==> src/rtl/ebec_pkg.sv <==
`timescale 1ns / 1ps

package ebec_pkg;

  localparam int unsigned TS_W      = 32;
  localparam int unsigned CFG_W     = 16;
  localparam int unsigned CFG_IDX_W = 2;
  localparam int unsigned EVT_W     = 3;
  localparam int unsigned HIST_W    = 4;
  localparam int unsigned STEP_W    = 3;

  localparam logic [EVT_W-1:0] EV_NONE   = 3'd0;
  localparam logic [EVT_W-1:0] EV_CLICK  = 3'd1;
  localparam logic [EVT_W-1:0] EV_DOUBLE = 3'd2;
  localparam logic [EVT_W-1:0] EV_LONG   = 3'd3;
  localparam logic [EVT_W-1:0] EV_CW     = 3'd4;
  localparam logic [EVT_W-1:0] EV_CCW    = 3'd5;

  localparam logic [CFG_IDX_W-1:0] REG_LONG_PRESS   = 2'd0;
  localparam logic [CFG_IDX_W-1:0] REG_DOUBLE_CLICK = 2'd1;

  localparam logic [CFG_W-1:0] LONG_PRESS_RST   = 16'd600;
  localparam logic [CFG_W-1:0] DOUBLE_CLICK_RST = 16'd300;

  localparam logic signed [STEP_W-1:0] STEP_FWD   = 3'sd1;
  localparam logic signed [STEP_W-1:0] STEP_BACK  = -3'sd1;
  localparam logic signed [STEP_W-1:0] STEP_ZERO  = 3'sd0;
  localparam logic signed [STEP_W-1:0] STEP_LIMIT = 3'sd2;

  typedef struct packed {
    logic            enc_a;
    logic            enc_b;
    logic            button_pressed;
    logic [TS_W-1:0] now_ms;
  } ebec_sample_t;

  typedef struct packed {
    logic [CFG_W-1:0] long_press_ms;
    logic [CFG_W-1:0] double_click_ms;
  } ebec_cfg_t;

  // Direction of one quadrature transition, given the previous and current A/B pairs.
  function automatic logic signed [STEP_W-1:0] quad_dir(input logic [HIST_W-1:0] h);
    logic signed [STEP_W-1:0] d;
    unique case (h)
      4'b1101, 4'b0100, 4'b0010, 4'b1011: d = STEP_FWD;
      4'b1110, 4'b0111, 4'b0001, 4'b1000: d = STEP_BACK;
      default:                            d = STEP_ZERO;
    endcase
    return d;
  endfunction

endpackage

==> src/rtl/ebec_sample_if.sv <==
`timescale 1ns / 1ps

interface ebec_sample_if;
  logic                      valid;
  logic                      ready;
  logic                      enc_a;
  logic                      enc_b;
  logic                      button_pressed;
  logic [ebec_pkg::TS_W-1:0] now_ms;

  modport source (output valid, output enc_a, output enc_b, output button_pressed,
                  output now_ms, input ready);
  modport sink (input valid, input enc_a, input enc_b, input button_pressed,
                input now_ms, output ready);
endinterface

==> src/rtl/ebec_event_if.sv <==
`timescale 1ns / 1ps

interface ebec_event_if;
  logic                       valid;
  logic                       ready;
  logic [ebec_pkg::EVT_W-1:0] event_code;

  modport source (output valid, output event_code, input ready);
  modport sink (input valid, input event_code, output ready);
endinterface

==> src/rtl/ebec_cfg_if.sv <==
`timescale 1ns / 1ps

interface ebec_cfg_if;
  logic                           valid;
  logic                           ready;
  logic [ebec_pkg::CFG_IDX_W-1:0] index;
  logic [ebec_pkg::CFG_W-1:0]     data;

  modport source (output valid, output index, output data, input ready);
  modport sink (input valid, input index, input data, output ready);
endinterface

==> src/rtl/ebec_classifier.sv <==
`timescale 1ns / 1ps

module ebec_classifier (
  input  logic                       clk,
  input  logic                       rst,
  input  logic                       fire,
  input  ebec_pkg::ebec_sample_t     sample,
  input  ebec_pkg::ebec_cfg_t        cfg,
  output logic [ebec_pkg::EVT_W-1:0] event_code
);
  import ebec_pkg::*;

  logic [HIST_W-1:0]        pin_history;
  logic signed [STEP_W-1:0] step_count;
  logic                     held;
  logic [TS_W-1:0]          press_start_ms;
  logic                     click_pending;
  logic [TS_W-1:0]          first_release_ms;

  logic [HIST_W-1:0]        pin_history_next;
  logic signed [STEP_W-1:0] step_sum;
  logic signed [STEP_W-1:0] step_count_next;
  logic                     held_next;
  logic [TS_W-1:0]          press_start_ms_next;
  logic                     click_pending_next;
  logic [TS_W-1:0]          first_release_ms_next;
  logic                     move_cw;
  logic                     move_ccw;
  logic                     done;
  logic [TS_W-1:0]          hold_time;
  logic [TS_W-1:0]          since_release;
  logic [TS_W-1:0]          since_release_mid;
  logic [TS_W-1:0]          long_lim;
  logic [TS_W-1:0]          dbl_lim;

  assign long_lim = {{(TS_W-CFG_W){1'b0}}, cfg.long_press_ms};
  assign dbl_lim  = {{(TS_W-CFG_W){1'b0}}, cfg.double_click_ms};

  assign pin_history_next = {pin_history[HIST_W-3:0], sample.enc_a, sample.enc_b};
  assign step_sum         = step_count + quad_dir(pin_history_next);
  assign move_cw          = (step_sum >= STEP_LIMIT);
  assign move_ccw         = (step_sum <= -STEP_LIMIT);
  assign hold_time        = sample.now_ms - press_start_ms;
  assign since_release    = sample.now_ms - first_release_ms;

  always_comb begin
    step_count_next       = (move_cw || move_ccw) ? STEP_ZERO : step_sum;
    held_next             = held;
    press_start_ms_next   = press_start_ms;
    click_pending_next    = click_pending;
    first_release_ms_next = first_release_ms;
    event_code            = EV_NONE;
    done                  = 1'b0;
    since_release_mid     = since_release;
    if (move_cw) begin
      event_code = EV_CW;
    end else if (move_ccw) begin
      event_code = EV_CCW;
    end else begin
      if (sample.button_pressed && !held) begin
        held_next           = 1'b1;
        press_start_ms_next = sample.now_ms;
      end
      if (!sample.button_pressed && held) begin
        held_next = 1'b0;
        if (hold_time > long_lim) begin
          event_code = EV_LONG;
          done       = 1'b1;
        end else if (click_pending && (since_release < dbl_lim)) begin
          click_pending_next = 1'b0;
          event_code         = EV_DOUBLE;
          done               = 1'b1;
        end else begin
          click_pending_next    = 1'b1;
          first_release_ms_next = sample.now_ms;
          since_release_mid     = '0;
        end
      end
      if (!done && click_pending_next && (since_release_mid > dbl_lim)) begin
        click_pending_next = 1'b0;
        event_code         = EV_CLICK;
      end
    end
  end

  always_ff @(posedge clk) begin
    if (rst) begin
      pin_history      <= '0;
      step_count       <= STEP_ZERO;
      held             <= 1'b0;
      press_start_ms   <= '0;
      click_pending    <= 1'b0;
      first_release_ms <= '0;
    end else if (fire) begin
      pin_history      <= pin_history_next;
      step_count       <= step_count_next;
      held             <= held_next;
      press_start_ms   <= press_start_ms_next;
      click_pending    <= click_pending_next;
      first_release_ms <= first_release_ms_next;
    end
  end

  // The step counter always rests between minus one and plus one.
  a_step_range: assert property (@(posedge clk) disable iff (rst)
    (step_count == STEP_ZERO) || (step_count == STEP_FWD) || (step_count == STEP_BACK))
    else $error("step counter outside its resting range");

  // A rotation leaves the button state untouched.
  a_rot_keeps_button: assert property (@(posedge clk) disable iff (rst)
    fire && (move_cw || move_ccw) |=> $stable(held) && $stable(click_pending))
    else $error("button state changed on a rotation sample");

  // A double click or a click consumes the pending click.
  a_click_clears: assert property (@(posedge clk) disable iff (rst)
    fire && ((event_code == EV_DOUBLE) || (event_code == EV_CLICK)) |=> !click_pending)
    else $error("pending click survived a click event");

endmodule

==> src/rtl/encoder_and_button_event_classifier.sv <==
`timescale 1ns / 1ps

// Quadrature encoder and push-button event classifier.
// The samples channel carries one transaction per sample: encoder A/B levels, the
// button level and a free-running millisecond timestamp. Every sample gives exactly
// one transaction on the events channel, with an event code of none, click, double
// click, long press, clockwise or counter-clockwise.
// The cfg channel writes the long-press threshold (index 0) and the double-click
// window (index 1); it is always ready and should only be used while the block is idle.
// A sample is taken into an input register; its event is stored in the output register
// when it advances, which waits while an untaken event holds the output register.
// One sample per cycle is sustained while events are taken; the rate is set by the
// single pass through the classifier between the input and output registers.
// Reset clears the encoder history, step counter and button state, and loads the
// default thresholds of 600 ms and 300 ms.
// When the receiver stalls, the output register holds its event and the input register
// holds one more sample; samples.ready falls only when both are full.
module encoder_and_button_event_classifier (
  input  logic clk,
  input  logic rst,
  ebec_sample_if.sink  samples,
  ebec_event_if.source events,
  ebec_cfg_if.sink     cfg
);
  import ebec_pkg::*;

  logic               s1_valid;
  ebec_sample_t       s1_sample;
  logic               o_valid;
  logic [EVT_W-1:0]   o_event;
  logic               advance;
  logic [EVT_W-1:0]   core_event;
  ebec_cfg_t          cfg_regs;

  assign advance       = s1_valid && (!o_valid || events.ready);
  assign samples.ready = !s1_valid || advance;
  assign events.valid  = o_valid;
  assign events.event_code = o_event;
  assign cfg.ready     = 1'b1;

  always_ff @(posedge clk) begin
    if (rst) begin
      s1_valid <= 1'b0;
      o_valid  <= 1'b0;
    end else begin
      if (samples.valid && samples.ready) begin
        s1_valid <= 1'b1;
      end else if (advance) begin
        s1_valid <= 1'b0;
      end
      if (advance) begin
        o_valid <= 1'b1;
      end else if (events.ready) begin
        o_valid <= 1'b0;
      end
    end
  end

  always_ff @(posedge clk) begin
    if (samples.valid && samples.ready) begin
      s1_sample <= '{enc_a: samples.enc_a, enc_b: samples.enc_b,
                     button_pressed: samples.button_pressed, now_ms: samples.now_ms};
    end
    if (advance) begin
      o_event <= core_event;
    end
  end

  always_ff @(posedge clk) begin
    if (rst) begin
      cfg_regs.long_press_ms   <= LONG_PRESS_RST;
      cfg_regs.double_click_ms <= DOUBLE_CLICK_RST;
    end else if (cfg.valid && cfg.ready) begin
      unique case (cfg.index)
        REG_LONG_PRESS:   cfg_regs.long_press_ms   <= cfg.data;
        REG_DOUBLE_CLICK: cfg_regs.double_click_ms <= cfg.data;
        default: ;
      endcase
    end
  end

  ebec_classifier u_classifier (
    .clk        (clk),
    .rst        (rst),
    .fire       (advance),
    .sample     (s1_sample),
    .cfg        (cfg_regs),
    .event_code (core_event)
  );

  // Backpressure reaches the input only when both registers are occupied.
  a_ready_low_full: assert property (@(posedge clk) disable iff (rst)
    !samples.ready |-> s1_valid && o_valid && !events.ready)
    else $error("input stalled with a free register");

  // A sample leaving the input register always lands in the output register.
  a_advance_fills: assert property (@(posedge clk) disable iff (rst)
    advance |=> o_valid)
    else $error("advanced sample lost");

  // An event that is not taken stays in place.
  a_hold_on_stall: assert property (@(posedge clk) disable iff (rst)
    o_valid && !events.ready |=> o_valid && $stable(o_event))
    else $error("stalled event changed");

endmodule

==> src/flat_wrapper.sv <==
// flat-port wrapper written by rule: the top's interface ports become plain ports
module encoder_and_button_event_classifier_flat import ebec_pkg::*;
  (clk, rst, samples_valid, samples_enc_a, samples_enc_b, samples_button_pressed, samples_now_ms, samples_ready, events_valid, events_event_code, events_ready, cfg_valid, cfg_index, cfg_data, cfg_ready);
  ebec_sample_if samples_i ();
  ebec_event_if events_i ();
  ebec_cfg_if cfg_i ();
  input  logic clk;
  input  logic rst;
  input wire logic [$bits(samples_i.valid)-1:0] samples_valid;
  input wire logic [$bits(samples_i.enc_a)-1:0] samples_enc_a;
  input wire logic [$bits(samples_i.enc_b)-1:0] samples_enc_b;
  input wire logic [$bits(samples_i.button_pressed)-1:0] samples_button_pressed;
  input wire logic [$bits(samples_i.now_ms)-1:0] samples_now_ms;
  output wire logic [$bits(samples_i.ready)-1:0] samples_ready;
  output wire logic [$bits(events_i.valid)-1:0] events_valid;
  output wire logic [$bits(events_i.event_code)-1:0] events_event_code;
  input wire logic [$bits(events_i.ready)-1:0] events_ready;
  input wire logic [$bits(cfg_i.valid)-1:0] cfg_valid;
  input wire logic [$bits(cfg_i.index)-1:0] cfg_index;
  input wire logic [$bits(cfg_i.data)-1:0] cfg_data;
  output wire logic [$bits(cfg_i.ready)-1:0] cfg_ready;
  assign samples_i.valid = samples_valid;
  assign samples_i.enc_a = samples_enc_a;
  assign samples_i.enc_b = samples_enc_b;
  assign samples_i.button_pressed = samples_button_pressed;
  assign samples_i.now_ms = samples_now_ms;
  assign samples_ready = samples_i.ready;
  assign events_valid = events_i.valid;
  assign events_event_code = events_i.event_code;
  assign events_i.ready = events_ready;
  assign cfg_i.valid = cfg_valid;
  assign cfg_i.index = cfg_index;
  assign cfg_i.data = cfg_data;
  assign cfg_ready = cfg_i.ready;
  encoder_and_button_event_classifier u_core (.clk(clk), .rst(rst), .samples(samples_i), .events(events_i), .cfg(cfg_i));
endmodule
==> config.mk <==
export PLATFORM = sky130hd
export DESIGN_NAME = encoder_and_button_event_classifier_flat
export DESIGN_NICKNAME = d
export VERILOG_FILES = /design/src/rtl/ebec_pkg.sv /design/src/rtl/ebec_sample_if.sv /design/src/rtl/ebec_event_if.sv /design/src/rtl/ebec_cfg_if.sv /design/src/rtl/ebec_classifier.sv /design/src/rtl/encoder_and_button_event_classifier.sv /design/src/flat_wrapper.sv
export SDC_FILE = /design/constraint.sdc
export NUM_CORES = 1
export LEC_CHECK = 0
export BUFFER_PORTS_ARGS = -buffer_cell sky130_fd_sc_hd__buf_2
export CAP_MARGIN = 20
export CORE_UTILIZATION = 60
export DETAILED_ROUTE_END_ITERATION = 10
export PLACE_DENSITY = 0.76
export SLEW_MARGIN = 20
export SYNTH_ARGS = -nofsm -noshare
export SYNTH_HDL_FRONTEND = slang
export SYNTH_HIERARCHICAL = 1
export SYNTH_SLANG_ARGS = --single-unit
==> constraint.sdc <==
create_clock -name clk -period 12.7 [get_ports clk]
set_input_delay 2.54 -clock clk [delete_from_list [all_inputs] [get_ports clk]]
set_output_delay 2.54 -clock clk [all_outputs]
set_load 0.05 [all_outputs]
==> results.md <==
- The summed negative setup slack over all endpoints is 0 ps.
- The number of nets with antenna violations after detailed routing is 0.
- The clock drives 143 sinks.
- The warning count from the yosys run is 6.
- Counting along the longest clock path gives a buffer depth of 2.
- In this run, synthesis produced a sequential element count of 143.
- The core region is 17420 um^2.
- The detail-routed via count per cell is 6.079.
- The total clock buffers created by CTS is 17.
- The start-to-end type of the worst setup path is reg -> reg.
- The number of antenna repair diodes is 0.
- The areal power density over the cells is 108.8 nW/um^2.
- In the final design database the tool counted 1527 nets.
- The first global-routing pass estimated 44590 um of wire.
- The number of global-route vias before repair was 8936.
- The initial antenna violation count is 0.
- The final hold violation count came to 0.
- The floorplan row count is 48.
- The later pin in the worst-skew pair is clocked with a latency of 420 ps.
- Data arrives at the worst endpoint at 7610 ps.
- The number of setup violations in the final report is 0.
- The initial standard-cell utilization of the core is 61.80%.
- For this design the static power due to leakage is 4.563 nW.
- Gates resized during post-CTS repair numbered 0.
- The share of the clock period used by the worst path after layout is 58.73%.
- The number of instances in the placed design is 1556.
- The first-iteration detailed-routing DRC count is 712.
- Summed over all layers, the global routing overflow is 0.
- The root buffer cell chosen for the clock tree is sky130_fd_sc_hd__clkbuf_16.
- The count of input and output buffers is 62.
- The instance count of the mapped netlist is 1328.
- Hold is met by 453.5 ps.
- Across all setup checks in the final design, the least slack found is 5242 ps.
- The most used flip-flop cell after synthesis is sky130_fd_sc_hd__dfxtp_1.
- The worst min-delay path category is reg -> reg.
- STA classifies the critical path endpoint as a register.
- Static timing analysis puts the maximum clock frequency at 134.1 MHz.
- The netlist uses 74 different library cells.
- The slowest library cell on the worst path is sky130_fd_sc_hd__nand4b_4.
- The DRC violation count after routing is 0.
- The worst setup skew after layout is 7.291 ps.
- The number of enable-type register cells in the synthesized netlist is 38.
- Measured against its own limit, the worst slew margin works out to 24.61%.
- The routed via count is 9654.
- Data on the critical path is required at its endpoint by 12850 ps.
- Ranked by total cell area, the synthesized netlist is headed by sky130_fd_sc_hd__dfxtp_1, sky130_fd_sc_hd__ha_1, sky130_fd_sc_hd__edfxtp_1.
- The part of the Yosys area used for sequential elements is 30.13%.
- The synthesized netlist occupies a cell area of 10760 um^2.
- The cell type contributing the most total cell area after synthesis is sky130_fd_sc_hd__dfxtp_1.
- The post-CTS setup repair buffer count is 0.
- The pre-antenna-repair detailed-routing pass consisted of 6 iterations.
- The flow ran to the end, and the final reports show no timing, DRC or antenna violations.
- At the placement stage, the worst setup path has a slack of 4878 ps.
- The worst setup path is launched from a register.
- The horizontal extent of the die is 135.9 um.
- The number of nets handed over by synthesis was 1505.
- Once layout is complete, the cells apart from fillers number 1588.
- Measured along the y axis, the die boundary spans 135.9 um.
- VDD sags by at most 80.76 uV.
- Averaged over all synthesized cells, the footprint is 8.105 um^2.
- The largest driver fanout on the critical path is 46.
- For this block, the routed nets add up to 28220 um of wire.
- The H-tree was split into 4 levels.
- The half-perimeter wire length after detailed placement is 21270 um.
- Across the run, the number of max-cap violations was 0.
- TritonCTS built the clock tree.
- The area of the die is 18480 um^2.
- Entering global routing, the biggest net connects 91 pins.
- The proportion of layout cells with a drive suffix above 1 is 8.217%.
- The final critical-path required period is 7458 ps.
- Global routing used 31.19% of the available tracks across all layers.
- Setup repair after global routing left no endpoint under its margin.
- The number of hold buffers added after CTS was 0.
- The share of the synthesized area in the top cell type is 19.53%.
- The cell seen most often among critical-path stages is sky130_fd_sc_hd__o21ai_0.
- Routability-driven placement finished with a final weighted congestion of 0.9451.
- For the pin with the worst max-slew slack, the measured transition is 1102 ps.
- For this run, asynchronously set or reset flops after synthesis account for 0%.
- Clock-pin slew was measured on the worst setup and hold paths at 60 ps.
- 64 I/O pins were placed.
- Compared with the post-synthesis result, the final layout area differs by 8.090%.
- The max-slew violation total from the final report is 0.
- The average wire per standard cell is 17.77 um.
- In this design, the stage delay of the slowest critical-path cell is 560 ps.
cell type report:
class / count / area, um^2
Clock inverter: 14 / 125.1
Sequential cell: 143 / 3243
Timing Repair Buffer: 66 / 342.8
Tap cell: 225 / 281.5
Inverter: 126 / 473.0
Fill cell: 1541 / 5782
Multi-Input combinational cell: 996 / 6740
Clock buffer: 18 / 429.2
Yosys cell counts (all sizes together), types with 4 or more instances:
cell	number
a2111oi	5
a211o	4
a211oi	5
a21boi	5
a21o	29
a21oi	157
a31oi	10
and2	21
and3	13
and4	8
buf	22
clkbuf	41
dfxtp	105
edfxtp	38
ha	116
inv	126
mux2i	40
nand2	126
nand2b	50
nand3	49
nand3b	4
nand4	23
nor2	61
nor2b	9
nor3	15
nor4	8
o2111ai	5
o211ai	11
o21a	17
o21ai	90
o21bai	6
o221ai	4
or2	5
or3	6
xnor2	31
xor2	14
worst max-delay path, delay by kind of cell, from the launching register on:
kind	cells	cell delay, ps
adders and majority gates	3	920
xor gates and xnor gates	1	160
and+or+nand+nor	11	2870
AOI/OAI and AO/OA	15	2740
DFF	1	500
per-stage QoR:
stage / total power (W) / util, % / area [um^2]
2_1_floorplan: 0.0007170 / - / 10760
3_3_place_gp: 0.0007858 / 63.53 / 11070
3_5_place_dp: 0.0007905 / 63.54 / 11070
4_1_cts: 0.001268 / 66.72 / 11620
5_1_grt: 0.001327 / 66.80 / 11630
6_report: 0.001266 / 66.80 / 11630
power breakdown:
group | switching [W] | leakage, nW | internal, W
Combinational | 0.000174 | 3.08 | 0.000114
Sequential | 0.0000158 | 1.22 | 0.000485
Clock | 0.000192 | 0.263 | 0.000284
path summary, 6_finish.rpt:
kind | cells after the start | end | from | slack, ps
min | 2 | u_core/u_classifier/press_start_ms[10] | u_core/u_classifier/press_start_ms[10] | 450
min reg2reg | 2 | u_core/u_classifier/press_start_ms[10] | u_core/u_classifier/press_start_ms[10] | 450
max reg2reg | 30 | u_core/events.event_code[0] | u_core/s1_sample[1] | 5240
max | 30 | u_core/events.event_code[0] | u_core/s1_sample[1] | 5240
routing by layer:
layer	vias to the layer above	global-route usage [%]	routed length, um
met2	324	49.01	12650
met1	4534	42.44	12940
met4	0	10.00	677
met3	53	6.823	1951
met5	-	0	0
li1	4743	-	-
kinds of logic (layout without fill, tap and decap cells):
family / count (synthesis) / count (layout) / share of synthesized area (%)
and+or+nand+nor: 408 / 408 / 19.23
AOI/OAI and AO/OA: 379 / 379 / 21.26
buffers and inverters: 189 / 224 / 7.404
DFF: 143 / 143 / 30.13
adders and majority gates: 119 / 119 / 14.04
xor gates and xnor gates: 45 / 45 / 3.662
muxes: 44 / 44 / 4.243
other: 1 / 1 / 0.03484
state kept, by name, summed over array words and instances, names as in the netlist:
register,flops
u_core/u_classifier/step_count,3
u_core/cfg_regs,32
u_core/u_classifier/click_pending,1
u_core/u_classifier/held,1
u_core/u_classifier/pin_history,2
u_core/events.valid,1
u_core/u_classifier/press_start_ms,32
u_core/s1_sample,35
u_core/u_classifier/first_release_ms,32
u_core/s1_valid,1
u_core/events.event_code,3
cells in the final DEF, fill, tap and decap left out, types with 12 or more instances in the layout:
cell | netlist | routed
sky130_fd_sc_hd__a21oi_1 | 157 | 157
sky130_fd_sc_hd__inv_1 | 126 | 126
sky130_fd_sc_hd__nand2_1 | 126 | 124
sky130_fd_sc_hd__ha_1 | 116 | 116
sky130_fd_sc_hd__dfxtp_1 | 105 | 105
sky130_fd_sc_hd__o21ai_0 | 87 | 87
sky130_fd_sc_hd__buf_2 | 6 | 61
sky130_fd_sc_hd__nor2_1 | 61 | 61
sky130_fd_sc_hd__nand2b_1 | 50 | 50
sky130_fd_sc_hd__nand3_1 | 49 | 49
sky130_fd_sc_hd__mux2i_1 | 40 | 40
sky130_fd_sc_hd__edfxtp_1 | 38 | 38
sky130_fd_sc_hd__xnor2_1 | 31 | 31
sky130_fd_sc_hd__a21o_1 | 29 | 29
sky130_fd_sc_hd__nand4_1 | 23 | 23
sky130_fd_sc_hd__and2_1 | 21 | 20
sky130_fd_sc_hd__clkbuf_16 | 0 | 17
sky130_fd_sc_hd__o21a_1 | 17 | 17
sky130_fd_sc_hd__xor2_1 | 14 | 14
sky130_fd_sc_hd__nor3_1 | 14 | 14
sky130_fd_sc_hd__and3_1 | 13 | 12
No activity file was read; power rests on OpenSTA's default activity.
